`config.mk`:
```
export PLATFORM = sky130hd
export DESIGN_NAME = hue_wheel_rgb_from_sample_window
export DESIGN_NICKNAME = d
export VERILOG_FILES = /design/src/design/hwrgb_pkg.sv /design/src/design/hwrgb_colour.sv /design/src/design/hue_wheel_rgb_from_sample_window.sv
export SDC_FILE = /design/constraint.sdc
export NUM_CORES = 1
export LEC_CHECK = 0
export BUFFER_PORTS_ARGS = -buffer_cell sky130_fd_sc_hd__buf_2
export CELL_PAD_IN_SITES_DETAIL_PLACEMENT = 0
export CELL_PAD_IN_SITES_GLOBAL_PLACEMENT = 1
export CORE_ASPECT_RATIO = 0.6
export CORE_MARGIN = 2
export CORE_UTILIZATION = 45
export DETAILED_ROUTE_END_ITERATION = 10
export PLACE_DENSITY = 0.91
export RECOVER_POWER = 100
export SKIP_LAST_GASP = 1
export SLEW_MARGIN = 25
export SYNTH_ARGS = -nofsm -noshare
export SYNTH_HDL_FRONTEND = slang
export SYNTH_HIERARCHICAL = 1
export SYNTH_SLANG_ARGS = --single-unit
```
`constraint.sdc`:
```
create_clock -name clock -period 6.95 [get_ports clock]
set_clock_uncertainty 0.05 [all_clocks]
set_input_delay 0 -clock clock [delete_from_list [all_inputs] [get_ports clock]]
set_output_delay 0 -clock clock [all_outputs]
set_load 0.03 [all_outputs]
```
`src/design/hwrgb_pkg.sv`:
```
// shared constants, types and the ramp function of the hue wheel colour block
package hwrgb_pkg;

   localparam int WINDOW_LEN = 6;
   localparam int WIN_POS_W  = (WINDOW_LEN > 1) ? $clog2(WINDOW_LEN) : 1;

   localparam int SAMPLE_W = 14;
   localparam int DUTY_W   = 7;
   localparam int SLOPE_W  = 13;
   localparam int OFFS_W   = 10;
   localparam int PROD_W   = SAMPLE_W + SLOPE_W;
   localparam int ACC_W    = PROD_W + 2;

   typedef logic [SAMPLE_W-1:0]      sample_type;
   typedef logic [DUTY_W-1:0]        duty_type;
   typedef logic [WIN_POS_W-1:0]     win_pos_type;
   typedef logic [SLOPE_W-1:0]       slope_type;
   typedef logic signed [OFFS_W-1:0] offset_type;

   typedef struct packed {
      duty_type red;
      duty_type green;
      duty_type blue;
   } colour_type;

   localparam sample_type SPLIT_RESET = SAMPLE_W'(5000);

   // segment upper bounds of the wheel
   localparam sample_type SEG0_TOP = SAMPLE_W'(1250);
   localparam sample_type SEG1_TOP = SAMPLE_W'(2500);
   localparam sample_type SEG2_TOP = SAMPLE_W'(4250);
   localparam sample_type SEG3_TOP = SAMPLE_W'(6000);
   localparam sample_type SEG4_TOP = SAMPLE_W'(8000);
   localparam sample_type SEG5_TOP = SAMPLE_W'(10000);

   // unsigned q0.16 slopes, truncated
   localparam slope_type SLOPE_008   = SLOPE_W'(5242);
   localparam slope_type SLOPE_05714 = SLOPE_W'(3744);
   localparam slope_type SLOPE_005   = SLOPE_W'(3276);

   localparam offset_type OFFS_ZERO     = OFFS_W'(0);
   localparam offset_type OFFS_RED_FALL = OFFS_W'(200);
   localparam offset_type OFFS_BLU_RISE = -OFFS_W'(143);
   localparam offset_type OFFS_GRN_FALL = OFFS_W'(343);
   localparam offset_type OFFS_RED_RISE = -OFFS_W'(300);
   localparam offset_type OFFS_BLU_FALL = OFFS_W'(500);

   localparam duty_type DUTY_FULL = DUTY_W'(100);
   localparam duty_type DUTY_NONE = DUTY_W'(0);

   // offset +/- slope * p in signed q13.16, floored at zero, truncated, clamped to full duty
   function automatic duty_type ramp(input offset_type offset, input logic rising,
                                     input slope_type slope, input sample_type p);
      logic [PROD_W-1:0]       prod;
      logic signed [ACC_W-1:0] base;
      logic signed [ACC_W-1:0] acc;
      logic [ACC_W-18:0]       whole;
      duty_type                res;
      prod  = PROD_W'(slope) * PROD_W'(p);
      base  = {{(ACC_W-OFFS_W-16){offset[OFFS_W-1]}}, offset, 16'b0};
      acc   = rising ? (base + $signed({2'b00, prod})) : (base - $signed({2'b00, prod}));
      whole = acc[ACC_W-2:16];
      if (acc[ACC_W-1]) begin
         res = DUTY_NONE;
      end else if (whole > (ACC_W-17)'(DUTY_FULL)) begin
         res = DUTY_FULL;
      end else begin
         res = whole[DUTY_W-1:0];
      end
      return res;
   endfunction

endpackage

```
`src/design/hwrgb_colour.sv`:
```
// hue wheel lookup and the held colour registers
module hwrgb_colour (
   input  logic                  clock,
   input  logic                  reset,
   input  logic                  load,
   input  hwrgb_pkg::sample_type value,
   output hwrgb_pkg::colour_type colour
);
   import hwrgb_pkg::*;

   colour_type held_ff;
   colour_type held_in;
   colour_type wheel;

   always_comb begin
      wheel = held_ff;
      if (value <= SEG0_TOP) begin
         wheel.red   = DUTY_FULL;
         wheel.green = ramp(OFFS_ZERO, 1'b1, SLOPE_008, value);
         wheel.blue  = DUTY_NONE;
      end else if (value <= SEG1_TOP) begin
         wheel.red   = ramp(OFFS_RED_FALL, 1'b0, SLOPE_008, value);
         wheel.green = DUTY_FULL;
         wheel.blue  = DUTY_NONE;
      end else if (value <= SEG2_TOP) begin
         wheel.red   = DUTY_NONE;
         wheel.green = DUTY_FULL;
         wheel.blue  = ramp(OFFS_BLU_RISE, 1'b1, SLOPE_05714, value);
      end else if (value <= SEG3_TOP) begin
         wheel.red   = DUTY_NONE;
         wheel.green = ramp(OFFS_GRN_FALL, 1'b0, SLOPE_05714, value);
         wheel.blue  = DUTY_FULL;
      end else if (value <= SEG4_TOP) begin
         wheel.red   = ramp(OFFS_RED_RISE, 1'b1, SLOPE_005, value);
         wheel.green = DUTY_NONE;
         wheel.blue  = DUTY_FULL;
      end else if (value <= SEG5_TOP) begin
         wheel.red   = DUTY_FULL;
         wheel.green = DUTY_NONE;
         wheel.blue  = ramp(OFFS_BLU_FALL, 1'b0, SLOPE_005, value);
      end
      // beyond the wheel: colour kept
   end

   assign held_in = load ? wheel : held_ff;

   always_ff @(posedge clock) begin
      if (reset) begin
         held_ff <= '0;
      end else begin
         held_ff <= held_in;
      end
   end

   assign colour = held_ff;

endmodule

```
`src/design/hue_wheel_rgb_from_sample_window.sv`:
```
// top level: sample window tracking, hue wheel colour result and stream handshake
// Samples arrive one per beat on req_ and are grouped into windows of
// WINDOW_LEN (6) beats. The first sample of a window sets the kept value;
// each later sample below split_level replaces it when smaller, and each
// one at or above split_level replaces it when larger. On the last beat of a
// window the kept value is registered; when the result stage is free it is
// mapped through the six-segment hue wheel into red, green and blue duty
// values (0..100 percent), which appear as one rsp_ beat. A kept value above
// 10000 repeats the previous colour. The block takes one sample every cycle
// unless a window end waits on a stalled result; the two registers between
// the sides (window end stage and result stage) let samples keep flowing
// while a result waits. csr_wdata sets split_level (reset 5000); the user
// must write it only while the block is idle, which the block does not enforce.
module hue_wheel_rgb_from_sample_window (
   input  logic        clock,
   input  logic        reset,
   // configuration
   input  logic        csr_wen,
   input  logic [13:0] csr_wdata,     // split_level
   // sample stream
   input  logic        req_tvalid,
   output logic        req_tready,
   input  logic [15:0] req_tdata,     // [13:0] sample, [15:14] zero
   // colour stream
   output logic        rsp_tvalid,
   input  logic        rsp_tready,
   output logic [23:0] rsp_tdata      // [6:0] red_duty, [13:7] green_duty,
                                      // [20:14] blue_duty, [23:21] zero
);
   import hwrgb_pkg::*;

   sample_type  split_ff, split_in;
   win_pos_type pos_ff, pos_in;
   sample_type  kept_ff, kept_in;
   logic        end_valid_ff, end_valid_in;   // window end stage
   sample_type  end_value_ff, end_value_in;
   logic        rsp_valid_ff, rsp_valid_in;

   sample_type  sample;
   logic        req_beat;
   logic        last_beat;
   logic        rsp_free;
   logic        end_move;
   colour_type  colour;

   assign sample    = req_tdata[SAMPLE_W-1:0];
   assign rsp_free  = !rsp_valid_ff || rsp_tready;
   assign end_move  = end_valid_ff && rsp_free;
   assign req_tready = !end_valid_ff || rsp_free;
   assign req_beat  = req_tvalid && req_tready;
   assign last_beat = (pos_ff == win_pos_type'(WINDOW_LEN - 1));

   // split level register
   assign split_in = csr_wen ? csr_wdata : split_ff;

   // running min or max over the window
   always_comb begin
      kept_in = kept_ff;
      pos_in  = pos_ff;
      if (req_beat) begin
         if (pos_ff == '0) begin
            kept_in = sample;
         end else if (sample < split_ff) begin
            if (sample < kept_ff) begin
               kept_in = sample;
            end
         end else begin
            if (sample > kept_ff) begin
               kept_in = sample;
            end
         end
         pos_in = last_beat ? '0 : pos_ff + win_pos_type'(1);
      end
   end

   // window end stage
   always_comb begin
      end_valid_in = end_valid_ff;
      end_value_in = end_value_ff;
      if (req_beat && last_beat) begin
         end_valid_in = 1'b1;
         end_value_in = kept_in;
      end else if (end_move) begin
         end_valid_in = 1'b0;
      end
   end

   // result stage valid; colour itself is held inside the wheel unit
   always_comb begin
      rsp_valid_in = rsp_valid_ff;
      if (end_move) begin
         rsp_valid_in = 1'b1;
      end else if (rsp_tready) begin
         rsp_valid_in = 1'b0;
      end
   end

   always_ff @(posedge clock) begin
      if (reset) begin
         split_ff     <= SPLIT_RESET;
         pos_ff       <= '0;
         kept_ff      <= '0;
         end_valid_ff <= 1'b0;
         rsp_valid_ff <= 1'b0;
      end else begin
         split_ff     <= split_in;
         pos_ff       <= pos_in;
         kept_ff      <= kept_in;
         end_valid_ff <= end_valid_in;
         rsp_valid_ff <= rsp_valid_in;
      end
   end

   always_ff @(posedge clock) begin
      end_value_ff <= end_value_in;
   end

   hwrgb_colour u_colour (
      .clock  (clock),
      .reset  (reset),
      .load   (end_move),
      .value  (end_value_ff),
      .colour (colour)
   );

   assign rsp_tvalid = rsp_valid_ff;
   assign rsp_tdata  = {3'b000, colour.blue, colour.green, colour.red};

`ifndef SYNTHESIS
   // position never runs past the window
   assert property (@(posedge clock) disable iff (reset)
      pos_ff <= win_pos_type'(WINDOW_LEN - 1))
      else $error("window position out of range");

   // a waiting window end keeps its value
   assert property (@(posedge clock) disable iff (reset)
      end_valid_ff && !rsp_free |=> end_valid_ff && $stable(end_value_ff))
      else $error("window end stage lost its value");

   // a new result only follows a window end
   assert property (@(posedge clock) disable iff (reset)
      $rose(rsp_valid_ff) |-> $past(end_valid_ff))
      else $error("result without window end");

   // duty values stay within percent range
   assert property (@(posedge clock) disable iff (reset)
      rsp_valid_ff |-> (colour.red <= DUTY_FULL) && (colour.green <= DUTY_FULL)
                       && (colour.blue <= DUTY_FULL))
      else $error("duty above full scale");
`endif

endmodule
```
==> impl_metrics.tcl <==
set metrics [dict create \
    outcome "finished, violations left" \
    violations "negative hold slack" \
    gp_congestion 1.08 \
    p_per_area_nw_per_um2 77.3 \
    finalPower_w 0.00122 \
    drc 0 \
    postSynthCellCount 1620 \
    yosysWarnings 6 \
    post-synth-top-count-cell "ha_1" \
    start_kind "register" \
    synth_top_cell_area_share 0.240 \
    drtIter0Drc 1292 \
    dr.pass1.iters 6 \
    cts_tree "built" \
    period_needed_ps 6750 \
    async_flop_share 0 \
    required_ps 7110 \
    synth_flop_cell "dfxtp_1" \
    portBuffers 55 \
    vias_per_cell 5.87 \
    grt_max_degree 34 \
    seq_area_frac_synth 0.108 \
    crit_arrival_ps 6910 \
    drv_cap 0 \
    end_kind "register" \
    power_leakage_nw 7.51 \
    crit_chain "buf_4 -> fa_1 -> inv_1 -> fa_1 -> inv_1 -> ha_1 -> inv_1 -> fa_1 -> inv_1 -> ha_1 -> o21ai_1 -> o211ai_4 -> nand2_1 -> xor2_4 -> inv_1 -> ha_1 -> nor2b_1 -> o31a_1 -> or4_1 -> a311oi_2 -> nor4_2 -> a221oi_1 -> nor2_1" \
    htree_levels 3 \
    slew_viol_final 0 \
    num_rows 49 \
    path_clk_slew_ps 60 \
    setup_viol 0 \
    syn_area_um2 14000 \
    core_area_um2 30200 \
    fmax_mhz 148 \
    first_global_vias 11684 \
    grt_pass1_wl_um 65200 \
    track_usage 0.259 \
    drive_gt1_frac 0.0958 \
    holdWs_ps -11.9 \
    period_share 0.971 \
    avgSynthCellArea_um2 8.62 \
    start_util 0.462 \
    setup_ws_ps 200 \
    synth_edf_count 14 \
    crit_type "register to register" \
    layout.nets 2159 \
    synth_seq_cells 68 \
    grt-ovfl-total 0 \
    cpMostUsedCell "inv_1" \
    die_width_um 231 \
    antenna_found_initial 0 \
    die_y_um 140 \
    drt-total-wl_um 42900 \
    wl_per_cell_um 19.9 \
    relSlewSlack 0.129 \
    cpMaxStageDelayCell "fa_1" \
    hold_path_class "input pin to register" \
    cts_sinks 68 \
    tightestPinTransition_ps 1310 \
    tns_ps 0 \
    routed-via-count 12692 \
    clk_latency_ps 340 \
    pre_cts_slack_ps 0.547 \
    slowest_delay_ps 560 \
    antenna_left 0 \
    netlist-cell-type-count 110 \
    clk_path_buf_depth 2 \
    area.growth.synth_to_final_pct 12.6 \
    yosys.area.top_type "ha_1" \
    synthTopCellsByArea "ha_1, fa_1, dfxtp_1" \
    die_area_um2 32500 \
    timing.final.hold_violations 1 \
    ir_worst_vdd_mv 0.131 \
    critPathMaxFanout 7 \
    cts_buffers 9 \
    synth_commonest_cells "ha_1, inv_1, nand2_1" \
    cts-root-buf "clkbuf_16" \
    io_pins 61 \
    hpwlAfterDp_um 35200 \
]
critical path: cells and delay by family, from the launching register on:
| family | cells | cell delay, ps |
|---|---|---|
| flip-flops | 1 | 510 |
| AO/OA/AOI/OAI | 5 | 1580 |
| adder cells (fa/ha/maj) | 6 | 2500 |
| XOR/XNOR | 1 | 300 |
| buffers and inverters | 6 | 580 |
| AND/OR/NAND/NOR | 5 | 1080 |
kinds of logic after synthesis:
kind of cell    share of synthesized area
other cells                      0.000269
flops                               0.108
simple gates                        0.155
compound gates                      0.185
xor+xnor                           0.0430
fa+ha+maj                           0.395
buf+inv                            0.0793
mux                                0.0354
metrics by stage:
stage / utilization / cells / cell area (µm²) / hold WS, ps
CTS: 0.515 / 2150 / 15600 / 9.08
floorplan: - / 1622 / 14000 / 19.1
global placement: 0.496 / 2105 / 15000 / 176
finish: 0.520 / 2162 / 15700 / -11.9
detailed placement: 0.496 / 2105 / 15000 / 176
global route: 0.520 / 2161 / 15700 / 14.1
final cells by class:
type,instances,area (µm²)
Antenna cell,1,2.50
Clock buffer,15,279
Clock inverter,1,5.00
Fill cell,2761,14500
Inverter,248,938
Multi-Input combinational cell,1272,11500
Sequential cell,68,1500
Tap cell,408,510
Timing Repair Buffer,149,1020
per-layer routing:
layer	GRT usage	vias up	wire [µm]	part of all wire
li1	-	5969	-	-
met5	0.0164	-	0	0
met4	0.0367	0	462	0.011
met2	0.339	585	16500	0.38
met3	0.105	41	5470	0.13
met1	0.394	6097	20500	0.48
path summary, 6_finish.rpt:
kind	start	end	slack [ps]	cells after the start
setup / recovery	end_value_ff[0]$_DFFE_PP_	u_colour/colour[8]$_SDFFE_PP0P_	200	23
hold / removal	req_tvalid	pos_ff[0]$_SDFFE_PP0P_	-10	4
setup reg to reg	end_value_ff[0]$_DFFE_PP_	u_colour/colour[8]$_SDFFE_PP0P_	200	23
hold reg to reg	u_colour/colour[13]$_SDFFE_PP0P_	u_colour/colour[13]$_SDFFE_PP0P_	410	1
placed cells by master, fill, tap and decap left out, types with 10 or more instances in the layout:
cell and count:
nor4_1 12, a21o_1 27, nand2b_1 17, ha_1 264, o211ai_1 16, xnor2_1 40
xor2_1 23, nand3_1 32, a221oi_1 10, edfxtp_1 14, fa_1 108, a211o_1 11
a211oi_1 14, inv_1 246, nor2b_1 14, mux2i_1 28, and3_1 10, buf_2 31
clkbuf_16 10, clkbuf_1 30, a31oi_1 11, buf_4 59, nand2_1 126, nor2_1 91
nor3_1 21, o21ai_0 67, nand4_1 15, dfxtp_1 54, and2_1 12, dlygate4sd3_1 29
a21oi_1 80, o21ai_1 13
state kept, by name, indices dropped and copies added (netlist names):
register	count
kept_ff	14
split_ff	14
end_value_ff	14
rsp_tvalid	1
u_colour/colour	21
end_valid_ff	1
pos_ff	3
report_power, final:
part           leakage, nW  total [W]  switching (W)  internal (W)
Sequential           0.569   0.000428     0.00000924      0.000419
Clock                0.139   0.000443       0.000170      0.000273
Combinational         6.80   0.000345       0.000203      0.000142
what timing repair did:
| item | CTS | global route |
|---|---|---|
| hold endpoints to repair | 35 | 0 |
| endpoints found under the setup margin | 2 | 16 |
| pin swaps | 0 | 5 |
| gates resized for setup | 1 | 27 |
| hold buffers | 29 | 0 |
| buffers inserted | 0 | 10 |
(Power assumes the default switching activity.)
